**src/rtl/xtok_pkg.sv**
```systemverilog
// Package: shared types, codes and helpers for the XML tag/content tokenizer.
`default_nettype none
package xtok_pkg;

  localparam int unsigned ByteW  = 8;
  localparam int unsigned ClassW = 3;
  localparam int unsigned IdxW   = 7;
  localparam int unsigned EventW = 2;

  localparam logic [ByteW-1:0] ChLt     = 8'h3C;  // '<'
  localparam logic [ByteW-1:0] ChGt     = 8'h3E;  // '>'
  localparam logic [ByteW-1:0] ChSlash  = 8'h2F;  // '/'
  localparam logic [ByteW-1:0] ChQuest  = 8'h3F;  // '?'
  localparam logic [ByteW-1:0] ChBang   = 8'h21;  // '!'
  localparam logic [ByteW-1:0] ChEq     = 8'h3D;  // '='
  localparam logic [ByteW-1:0] ChDquote = 8'h22;  // '"'
  localparam logic [ByteW-1:0] ChSquote = 8'h27;  // '\''
  localparam logic [ByteW-1:0] ChNul    = 8'h00;

  typedef enum logic [10:0] {
    PH_CLEAD = 11'b000_0000_0001,
    PH_CBODY = 11'b000_0000_0010,
    PH_TLEAD = 11'b000_0000_0100,
    PH_SLASH = 11'b000_0000_1000,
    PH_NAME  = 11'b000_0001_0000,
    PH_SKIP  = 11'b000_0010_0000,
    PH_ALEAD = 11'b000_0100_0000,
    PH_ANAME = 11'b000_1000_0000,
    PH_ASEEK = 11'b001_0000_0000,
    PH_AVAL  = 11'b010_0000_0000,
    PH_TAIL  = 11'b100_0000_0000
  } phase_e;

  typedef enum logic [ClassW-1:0] {
    CLS_IGNORED = 3'd0,
    CLS_CONTENT = 3'd1,
    CLS_ELEM    = 3'd2,
    CLS_ANAME   = 3'd3,
    CLS_AVALUE  = 3'd4
  } class_e;

  typedef enum logic [EventW-1:0] {
    EV_NONE    = 2'd0,
    EV_CONTENT = 2'd1,
    EV_TAG     = 2'd2
  } event_e;

  // Parser state apart from the attribute counter, whose width is a parameter.
  typedef struct packed {
    phase_e phase;
    logic   quote_single;
    logic   closing;
    logic   opening;
  } pstate_t;

  typedef struct packed {
    class_e          byte_class;
    logic [IdxW-1:0] attr_index;
    event_e          event_res;
    logic            tag_is_start;
    logic            tag_is_end;
    logic [IdxW-1:0] attr_total;
  } result_t;

  function automatic logic is_ws(input logic [ByteW-1:0] c);
    is_ws = (c == 8'h20) || ((c >= 8'h09) && (c <= 8'h0D));
  endfunction

endpackage
`default_nettype wire

```
**src/rtl/xtok_step.sv**
```systemverilog
// Single-byte step: next parser state and the result fields for one byte.
`default_nettype none
module xtok_step import xtok_pkg::*; #(
  parameter int unsigned MAX_ATTRS = 127,
  parameter int unsigned CntW      = $clog2(MAX_ATTRS + 1)
) (
  input  logic [ByteW-1:0] byte_i,
  input  pstate_t          state_i,
  input  logic [CntW-1:0]  count_i,
  output pstate_t          state_o,
  output logic [CntW-1:0]  count_o,
  output result_t          result_o
);

  localparam logic [CntW-1:0] MaxCnt = CntW'(MAX_ATTRS);

  logic ws;
  logic in_tag;
  logic full;
  logic [CntW-1:0] count_m1;

  assign ws       = is_ws(byte_i);
  assign full     = (count_i >= MaxCnt);
  assign count_m1 = count_i - CntW'(1);
  assign in_tag   = (state_i.phase == PH_TLEAD) || (state_i.phase == PH_SLASH) ||
                    (state_i.phase == PH_NAME)  || (state_i.phase == PH_SKIP)  ||
                    (state_i.phase == PH_ALEAD) || (state_i.phase == PH_ANAME) ||
                    (state_i.phase == PH_ASEEK) || (state_i.phase == PH_AVAL)  ||
                    (state_i.phase == PH_TAIL);

  always_comb begin
    state_o  = state_i;
    count_o  = count_i;
    result_o = '{byte_class: CLS_IGNORED, attr_index: '0, event_res: EV_NONE,
                 tag_is_start: 1'b0, tag_is_end: 1'b0, attr_total: '0};

    if (byte_i == ChNul) begin
      // end of document: drop everything
      state_o = '{phase: PH_CLEAD, quote_single: 1'b0, closing: 1'b0, opening: 1'b0};
      count_o = '0;
    end else if (in_tag && (byte_i == ChGt)) begin
      if ((state_i.phase != PH_TLEAD) && (state_i.phase != PH_SLASH) &&
          (state_i.phase != PH_SKIP)) begin
        result_o.event_res    = EV_TAG;
        result_o.tag_is_start = state_i.opening;
        result_o.tag_is_end   = state_i.closing;
        result_o.attr_total   = IdxW'(count_i);
      end
      state_o.phase = PH_CLEAD;
    end else begin
      unique case (state_i.phase)
        PH_TLEAD: begin
          if (ws) begin
            state_o.phase = PH_TLEAD;
          end else if (byte_i == ChSlash) begin
            state_o.opening = 1'b0;
            state_o.closing = 1'b1;
            state_o.phase   = PH_SLASH;
          end else if ((byte_i == ChQuest) || (byte_i == ChBang)) begin
            state_o.phase = PH_SKIP;
          end else begin
            result_o.byte_class = CLS_ELEM;
            state_o.phase       = PH_NAME;
          end
        end
        PH_SLASH: begin
          if ((byte_i == ChQuest) || (byte_i == ChBang)) begin
            state_o.phase = PH_SKIP;
          end else if (ws) begin
            state_o.phase = PH_TAIL;
          end else begin
            result_o.byte_class = CLS_ELEM;
            state_o.phase       = PH_NAME;
          end
        end
        PH_NAME: begin
          if (ws) begin
            state_o.phase = (state_i.closing || full) ? PH_TAIL : PH_ALEAD;
          end else begin
            result_o.byte_class = CLS_ELEM;
          end
        end
        PH_ALEAD: begin
          if (ws) begin
            state_o.phase = PH_ALEAD;
          end else if (byte_i == ChSlash) begin
            state_o.closing = 1'b1;
            state_o.phase   = PH_TAIL;
          end else if (byte_i == ChEq) begin
            state_o.phase = PH_ASEEK;
          end else begin
            result_o.byte_class = CLS_ANAME;
            result_o.attr_index = IdxW'(count_i);
            state_o.phase       = PH_ANAME;
          end
        end
        PH_ANAME: begin
          if (ws || (byte_i == ChEq)) begin
            state_o.phase = PH_ASEEK;
          end else begin
            result_o.byte_class = CLS_ANAME;
            result_o.attr_index = IdxW'(count_i);
          end
        end
        PH_ASEEK: begin
          // the attribute counts as soon as its opening quote arrives
          if ((byte_i == ChDquote) || (byte_i == ChSquote)) begin
            state_o.quote_single = (byte_i == ChSquote);
            count_o              = count_i + CntW'(1);
            state_o.phase        = PH_AVAL;
          end
        end
        PH_AVAL: begin
          if (byte_i == (state_i.quote_single ? ChSquote : ChDquote)) begin
            state_o.phase = full ? PH_TAIL : PH_ALEAD;
          end else begin
            result_o.byte_class = CLS_AVALUE;
            result_o.attr_index = IdxW'(count_m1);
          end
        end
        PH_SKIP, PH_TAIL: begin
          state_o.phase = state_i.phase;
        end
        default: begin
          // content phases, and any stray code treated as leading whitespace
          if (byte_i == ChLt) begin
            if (state_i.phase == PH_CBODY) begin
              result_o.event_res = EV_CONTENT;
            end
            state_o = '{phase: PH_TLEAD, quote_single: 1'b0, closing: 1'b0,
                        opening: 1'b1};
            count_o = '0;
          end else if ((state_i.phase == PH_CBODY) || !ws) begin
            result_o.byte_class = CLS_CONTENT;
            state_o.phase       = PH_CBODY;
          end else begin
            state_o.phase = PH_CLEAD;
          end
        end
      endcase
    end
  end

endmodule
`default_nettype wire

```
**src/rtl/xml_tag_content_tokenizer_core.sv**
```systemverilog
// Top level: input register, tokenizer step, parser state and result register.
//
//   channel  dir  tdata (low bit up)                                  tuser
//   s_axis   in   byte_in[7:0]                                        -
//   m_axis   out  byte_out[7:0] attr_index[14:8] event_res[16:15]     byte_class[2:0]
//                 tag_is_start[17] tag_is_end[18] attr_total[25:19]
//
// One byte per cycle while m_axis does not stall; a byte accepted on s_axis passes
// the input register, then the result register, before it shows on m_axis.
// The step logic is one pass of the parser FSM on the registered byte.
// Reset puts the parser in leading-content-whitespace and empties both stages.
// A stall on m_axis holds the result; the input stage takes one more request only if empty.
`default_nettype none
module xml_tag_content_tokenizer_core import xtok_pkg::*; #(
  parameter int unsigned MAX_ATTRS = 127
) (
  input  logic        clk_i,
  input  logic        rst_ni,
  input  logic        s_axis_tvalid,
  output logic        s_axis_tready,
  input  logic [7:0]  s_axis_tdata,   // byte_in[7:0]
  output logic        m_axis_tvalid,
  input  logic        m_axis_tready,
  output logic [31:0] m_axis_tdata,   // byte_out, attr_index, event_res, tag_is_start,
                                      // tag_is_end, attr_total, zero pad
  output logic [2:0]  m_axis_tuser    // byte_class[2:0]
);

  localparam int unsigned CntW = $clog2(MAX_ATTRS + 1);

  logic             in_vld_q;
  logic [ByteW-1:0] in_byte_q;
  logic             out_vld_q;
  logic [ByteW-1:0] out_byte_q;
  result_t          out_res_q;
  pstate_t          st_q, st_d;
  logic [CntW-1:0]  cnt_q, cnt_d;
  result_t          res_d;
  logic             advance;

  // step the registered byte whenever the result register is free or draining
  assign advance       = in_vld_q && (!out_vld_q || m_axis_tready);
  assign s_axis_tready = !in_vld_q || advance;

  xtok_step #(
    .MAX_ATTRS (MAX_ATTRS),
    .CntW      (CntW)
  ) u_step (
    .byte_i   (in_byte_q),
    .state_i  (st_q),
    .count_i  (cnt_q),
    .state_o  (st_d),
    .count_o  (cnt_d),
    .result_o (res_d)
  );

  always_ff @(posedge clk_i or negedge rst_ni) begin
    if (!rst_ni) begin
      in_vld_q  <= 1'b0;
      out_vld_q <= 1'b0;
      st_q      <= '{phase: PH_CLEAD, quote_single: 1'b0, closing: 1'b0, opening: 1'b0};
      cnt_q     <= '0;
    end else begin
      if (s_axis_tready) begin
        in_vld_q <= s_axis_tvalid;
      end
      if (advance) begin
        out_vld_q <= 1'b1;
        st_q      <= st_d;
        cnt_q     <= cnt_d;
      end else if (m_axis_tready) begin
        out_vld_q <= 1'b0;
      end
    end
  end

  always_ff @(posedge clk_i) begin
    if (s_axis_tready && s_axis_tvalid) begin
      in_byte_q <= s_axis_tdata;
    end
    if (advance) begin
      out_byte_q <= in_byte_q;
      out_res_q  <= res_d;
    end
  end

  assign m_axis_tvalid = out_vld_q;
  assign m_axis_tuser  = out_res_q.byte_class;
  assign m_axis_tdata  = {6'd0,
                          out_res_q.attr_total,
                          out_res_q.tag_is_end,
                          out_res_q.tag_is_start,
                          out_res_q.event_res,
                          out_res_q.attr_index,
                          out_byte_q};

  a_cnt_bound: assert property (@(posedge clk_i) disable iff (!rst_ni)
    cnt_q <= CntW'(MAX_ATTRS))
    else $error("attribute counter above limit");

  a_tag_markup: assert property (@(posedge clk_i) disable iff (!rst_ni)
    out_vld_q && (out_res_q.event_res != EV_NONE) |-> out_res_q.byte_class == CLS_IGNORED)
    else $error("event on a classified byte");

  a_flags_idle: assert property (@(posedge clk_i) disable iff (!rst_ni)
    out_vld_q && (out_res_q.event_res != EV_TAG) |->
      !out_res_q.tag_is_start && !out_res_q.tag_is_end && (out_res_q.attr_total == '0))
    else $error("tag fields set without tag event");

  a_state_hold: assert property (@(posedge clk_i) disable iff (!rst_ni)
    !advance |=> $stable(st_q) && $stable(cnt_q))
    else $error("parser state moved without a step");

endmodule
`default_nettype wire
```
**config.mk**
```make
export PLATFORM = sky130hd
export DESIGN_NAME = xml_tag_content_tokenizer_core
export DESIGN_NICKNAME = d
export VERILOG_FILES = /design/src/rtl/xtok_pkg.sv /design/src/rtl/xtok_step.sv /design/src/rtl/xml_tag_content_tokenizer_core.sv
export SDC_FILE = /design/constraint.sdc
export NUM_CORES = 1
export LEC_CHECK = 0
export ABC_CLOCK_PERIOD_IN_PS = 2950
export BUFFER_PORTS_ARGS = -buffer_cell sky130_fd_sc_hd__buf_2
export CAP_MARGIN = 25
export CORE_UTILIZATION = 55
export DETAILED_ROUTE_END_ITERATION = 16
export PLACE_DENSITY = 0.77
export SLEW_MARGIN = 15
export SYNTH_ARGS = -nofsm -noshare
export SYNTH_HDL_FRONTEND = slang
export SYNTH_SLANG_ARGS = --single-unit
```
**constraint.sdc**
```tcl
create_clock -name clk_i -period 2.95 [get_ports clk_i]
set_clock_uncertainty 0.1 [all_clocks]
set_input_delay 0.7375 -clock clk_i [delete_from_list [all_inputs] [get_ports clk_i]]
set_output_delay 0.7375 -clock clk_i [all_outputs]
set_load 0.02 [all_outputs]
```
**Word level (Yosys, flattened, before mapping)**

Cells that the tools add are included.

- Flip-flop bits (word level): 60
- Input port bits: 12
- Output and inout port bits: 37

- Add/subtract/negate cells: 2
- Magnitude comparators: 3
- Equality and inequality tests: 37
- Muxes and demuxes: 55
- Bitwise operators: 2
- Reduce and logical (&&, ||, !) cells: 42

Operator list:

| cell | number |
|---|---|
| 11-bit two-way mux | 12 |
| 11-bit case mux with 8 select lines | 1 |
| 8-bit by 6-bit == test with 1-bit output, second input constant | 9 |
| 10-bit two-way mux | 3 |
| 7-bit two-way mux | 4 |
| 9-bit two-way mux | 3 |
| 3-bit two-way mux | 8 |
| 3-bit case mux with 7 select lines | 1 |
| 7-bit case mux with 3 select lines | 1 |
| 1-bit logical OR | 16 |
| 8-bit OR reduction | 2 |
| 3-bit inequality test, second input constant | 5 |
| 14-bit two-way mux | 1 |
| 2-bit two-way mux | 7 |
| 7-bit case mux with 2 select lines | 1 |
| 12-bit two-way mux | 1 |
| 6-bit two-way mux | 2 |
| 4-bit inequality test, second input constant | 3 |
| 6-bit AND reduction | 2 |
| 11-bit by 10-bit == test with 1-bit output, second input constant | 1 |
| 11-bit == test, second input constant | 1 |
| 11-bit by 2-bit == test with 1-bit output, second input constant | 1 |
| 11-bit by 3-bit == test with 1-bit output, second input constant | 1 |
| 11-bit by 4-bit == test with 1-bit output, second input constant | 1 |
| other kinds (33) | 54 |

**Logic depth before layout (Yosys ltp)**

- Depth after elaboration: 12
- Gate-level depth with buffers: 9

**Hierarchy**

A second synthesis with hierarchy kept.

- Cells, all modules: 321
- Area total of the unflattened synthesis: 3623.5 um^2

Modules (own cells, without submodules):

| module | instances | cells each | area each (um^2) | seq. area each (um^2) |
|---|---|---|---|---|
| xml_tag_content_tokenizer_core | 1 | 97 | 2122.0 | 1687.9 |
| xtok_step | 1 | 224 | 1501.4 | 0.0 |

**Worst setup path after synthesis**

No wires, ideal clock.

- Kind: register -> register
- Start point: register st_q[8] (netlist bit)
- End point: register st_q[2] (netlist bit)
- Library setup time: 0.128 ns
- Arrival: 2.468 ns
- Data required time: 2.722 ns
- Setup slack: 0.255 ns
- Stages on the path, launching flop included: 9
- Buffers on the path: 2
- Period minus slack after synthesis: 2.695 ns
- Cell sequence: dfrtp_1 > buf_6 > or4_1 > buf_2 > or4_4 > mux2i_1 > a31oi_1 > nor2_4 > mux2_1

- Word-level cells in the longest chain between the ends: 12
- Elaborated cells between the ends (all ways): 27

RTL lines:

| what | line | source |
|---|---|---|
| from (decl) | xml_tag_content_tokenizer_core.sv:36 | `pstate_t st_q, st_d;` |
| from (signal assigned) | xml_tag_content_tokenizer_core.sv:61 | `st_q <= '{phase: PH_CLEAD, quote_single: 1'b0, closing: 1'b0, opening: 1'b0};` |
| from (signal assigned) | xml_tag_content_tokenizer_core.sv:69 | `st_q <= st_d;` |
| 11-bit by 3-bit == test with 1-bit output / 11-bit by 4-bit == test with 1-bit output (equally long branches) | xtok_step.sv:25, xtok_step.sv:51 |  |
| 1-bit logical OR (2 in a row) | xtok_step.sv:25 | `assign in_tag = (state_i.phase == PH_TLEAD) \|\| (state_i.phase == PH_SLASH) \|\|` |
| 1-bit logical OR (2 in a row) | xtok_step.sv:26 | `(state_i.phase == PH_NAME) \|\| (state_i.phase == PH_SKIP) \|\|` |
| 1-bit logical OR (2 in a row) | xtok_step.sv:27 | `(state_i.phase == PH_ALEAD) \|\| (state_i.phase == PH_ANAME) \|\|` |
| 1-bit logical OR (2 in a row) | xtok_step.sv:28 | `(state_i.phase == PH_ASEEK) \|\| (state_i.phase == PH_AVAL) \|\|` |
| 1-bit logical AND | xtok_step.sv:41 | `end else if (in_tag && (byte_i == ChGt)) begin` |
| 2-bit by 1-bit inequality test with 1-bit output (no source line) | - |  |
| 5-bit AND reduction (no source line) | - |  |

Parallel ways exist; a longest one is shown, timed or not. The select of a mux whose other input is x is not followed.
A chain may end at the register's enable or synchronous reset.

**Worst setup path after layout**

- Start point: register st_q[3] (netlist bit)
- End point: register st_q[2] (netlist bit)

The elaborated chain is that of the path after synthesis.

==> impl_metrics.csv <==
group,metric,value,unit
global_route,first_pass_grt_wire_length,12800,um
worst_setup_path,cp_num_buf_inv,0,
timing,hold_ws,0.289,ns
worst_setup_path,critPathMaxStageDelay,0.69,ns
place,placement.io_buffers,42,
synthesis,syn-mean-instance-area,10.1,um^2
clocking,number_of_sinks_handled_by_clock_tree_synthesis,60,
timing,rsz_0062_raised_after_global_routing,"false",
run_status,status,"finished, final reports clean",
finish,layout_commonest_cell,"sky130_fd_sc_hd__buf_2",
global_route,groute.usage.overall,27.0,%
die,die_area,0.00648,mm^2
worst_setup_path,crit_path_cell_trace,"or4_1 -> or4_4 -> mux2i_1 -> a31oi_1 -> nor2_4 -> mux2_1",
timing,slew-limit-headroom,62.3,%
synthesis,ys_ff_latch,60,
clocking,clk_latency,0.34,ns
worst_setup_path,cpLargestDelayFamily,"simple AND/OR/NAND/NOR gates",
place,instance_count_after_placement_with_tap_cells_included,454,
timing,final_min_period_over_clock_period,97.3,%
finish,finalNonFillerCells,470,
place,dp.final_hpwl,5710,um
finish,n_antenna_cell,0,
clocking,htree_levels,3,
global_route,global_route.usage.met1,33.5,%
timing,fin_crit,2.87,ns
clocking,cts_buffer_depth,2,
pwr,power_per_cell_area,503,mW/mm^2
die,die-width,80.5,um
finish,finish.net_count,404,
pwr,power.ir.vdd_worst,0.000357,V
routing,route.vias.total,2883,
global_route,globalRouteMet3Util,6.59,%
clocking,register_clock_pin_slew_on_the_reported_worst_setup_and_hold_paths,0.07,ns
timing,setup_total_negative_slack,0,ns
synthesis,synth_seq_area_share,49.8,%
clocking,root_driver,"sky130_fd_sc_hd__clkbuf_8",
run,drv.max_cap_violation_count,0,
worst_setup_path,worst_setup_path_end_kind,"flip-flop",
worst_setup_path,critical_path_class,"flip-flop to flip-flop",
finish,layout_common_cells,"42 x sky130_fd_sc_hd__buf_2, 37 x sky130_fd_sc_hd__edfxtp_1, 29 x sky130_fd_sc_hd__nor2_1, 24 x sky130_fd_sc_hd__a21oi_1, 23 x sky130_fd_sc_hd__buf_4",
worst_setup_path,critPathSlowestCell,"sky130_fd_sc_hd__or4_1",
clocking,cts_inserted_buffers,9,
global_route,grt_remaining_overflow,0,
synthesis,ys_async_sr_fraction,38.3,%
routing,drt_first_pass_iters,5,
die,num_io_pins,49,
finish,fraction_of_layout_instances_using_a_drive_strength_above_1,23.8,%
global_route,number_of_global_route_vias_before_repair,2714,
worst_setup_path,start_kind,"flip-flop",
synthesis,mappedNetlistArea,0.00339,mm^2
place,placedInstanceArea,0.00374,mm^2
worst_setup_path,crit_arrival,2.99,ns
clocking,post_cts_resized,0,
timing,final-hold-violation-count,0,
synthesis,synth_top_flop_cell,"sky130_fd_sc_hd__edfxtp_1",
global_route,antenna_violations_before_repair,0,
die,floorplan.initialDensity,57.2,%
timing,final_max_slew_viol_count,0,
timing,max_slew.worst_pin.slew,0.566,ns
place,globalplace.congestion,0.903,
routing,avgRoutedWirePerCell,16.8,um
routing,ant_nets,0,
finish,post-route-util,66.8,%
timing,max_freq,348,MHz
die,floorplan.rows,28,
timing,finalSetupViolations,0,
global_route,grt_busiest_layer,"met2",
finish,area_growth,16.8,%
pwr,p_leak,1.56,nW
finish,final_area,0.00396,mm^2
routing,detail_route.vias_per_cell,6.13,
pwr,total_power,1.99,mW
clocking,hold_buffers,0,
clocking,cts_tree,"yes",
clocking,post-cts-setup-buffer-count,0,
place,preCtsSetupSlack,0.106,ns
synthesis,synthesis.yosys.warnings,0,
worst_setup_path,critPathRequiredTime,3.07,ns
global_route,grt_start_max_net_pins,24,
finish,layout.filler_cells,458,
synthesis,synth_edf_count,37,
die,chipHeight,80.5,um
synthesis,synth.distinct_cells,64,
die,core_region_area,0.00592,mm^2
global_route,globalRouteMet2Util,44.5,%
routing,wirelength,7890,um
routing,first_iter_violations,200,
synthesis,postSynthCellCount,335,
routing,route.detailed.drc,0,
worst_setup_path,critPathMaxFanout,7,
min_path,hold_path.class,"input pin to async pin",
timing,finalWorstSetupSlack,0.0784,ns
==> per-layer routing <==
layer / share of wire (%) / vias to the layer above
met2: 48 / 143
met5: 0 / -
met3: 7.7 / 14
li1: - / 1359
met1: 42 / 1367
met4: 2.2 / 0
==> cell type report <==
type	count	area [um^2]	share of cell area, %
Multi-Input combinational cell	249	1560	39.3
Tap cell	75	93.8	2.37
Sequential cell	60	1690	42.6
Clock inverter	5	76.3	1.93
Clock buffer	11	141	3.57
Timing Repair Buffer	65	383	9.67
Inverter	5	18.8	0.474
==> final timing paths <==
path	end	slack, ns	cells after the start	start
max reg2reg	st_q[2]$_DFFE_PN0P_	0.08	6	st_q[3]$_DFFE_PN1P_
max	st_q[2]$_DFFE_PN0P_	0.08	6	st_q[3]$_DFFE_PN1P_
min	st_q[13]$_DFFE_PN0P_	0.29	1	rst_ni
min reg2reg	m_axis_tvalid$_DFFE_PN0P_	0.41	1	in_vld_q$_DFFE_PN0N_
min in group clk_i	m_axis_tvalid$_DFFE_PN0P_	0.41	1	in_vld_q$_DFFE_PN0N_
max in group asynchronous	st_q[1]$_DFFE_PN0P_	2.08	1	rst_ni
==> cell families after synthesis <==
family,after synthesis,synth area share (%)
DFF,60,49.8
muxes,7,2.55
buffers and inverters,31,4.77
and+or+nand+nor,152,25.8
other,1,0.111
xor gates and xnor gates,5,1.29
adders and majority gates,2,0.739
AOI/OAI and AO/OA,77,14.9
==> state kept, by name, indices dropped and copies added (netlist names) <==
signal,cells
cnt_q,7
m_axis_tdata,18
in_vld_q,1
st_q,14
in_byte_q,8
m_axis_tvalid,1
out_byte_q,8
m_axis_tuser,3
==> worst register-to-register path, stage by stage, from the launching register on <==
cell	delay [ns]
sky130_fd_sc_hd__dfstp_2	0.39
sky130_fd_sc_hd__or4_1	0.69
sky130_fd_sc_hd__or4_4	0.62
sky130_fd_sc_hd__mux2i_1	0.15
sky130_fd_sc_hd__a31oi_1	0.38
sky130_fd_sc_hd__nor2_4	0.10
sky130_fd_sc_hd__mux2_1	0.33
==> synthesized netlist by cell type, types with 3 or more instances <==
cell,instances,area [um^2]
sky130_fd_sc_hd__a21oi_1,24,120
sky130_fd_sc_hd__a22o_1,3,26.3
sky130_fd_sc_hd__a31oi_1,6,37.5
sky130_fd_sc_hd__and2_1,17,106
sky130_fd_sc_hd__and3_1,10,62.6
sky130_fd_sc_hd__buf_2,6,30.0
sky130_fd_sc_hd__buf_4,6,45.0
sky130_fd_sc_hd__clkbuf_1,11,41.3
sky130_fd_sc_hd__dfrtp_1,22,551
sky130_fd_sc_hd__edfxtp_1,37,1110
sky130_fd_sc_hd__inv_1,5,18.8
sky130_fd_sc_hd__mux2_4,3,45.0
sky130_fd_sc_hd__mux2i_1,3,30.0
sky130_fd_sc_hd__nand2_1,15,56.3
sky130_fd_sc_hd__nand2b_1,8,50.1
sky130_fd_sc_hd__nand3_1,11,55.1
sky130_fd_sc_hd__nand3b_1,5,37.5
sky130_fd_sc_hd__nand4_1,12,75.1
sky130_fd_sc_hd__nor2_1,29,109
sky130_fd_sc_hd__nor3_1,16,80.1
sky130_fd_sc_hd__nor4_1,4,25.0
sky130_fd_sc_hd__o21a_1,4,30.0
sky130_fd_sc_hd__o21ai_0,17,85.1
sky130_fd_sc_hd__or3_1,5,31.3
sky130_fd_sc_hd__or4_1,3,22.5
sky130_fd_sc_hd__xor2_1,3,26.3
==> where the power goes <==
| group | leakage (nW) | internal, mW | switching, mW |
|---|---|---|---|
| Sequential | 0.665 | 0.944 | 0.0231 |
| Clock | 0.109 | 0.495 | 0.315 |
| Combinational | 0.789 | 0.0682 | 0.145 |
(Power assumes the default switching activity.)
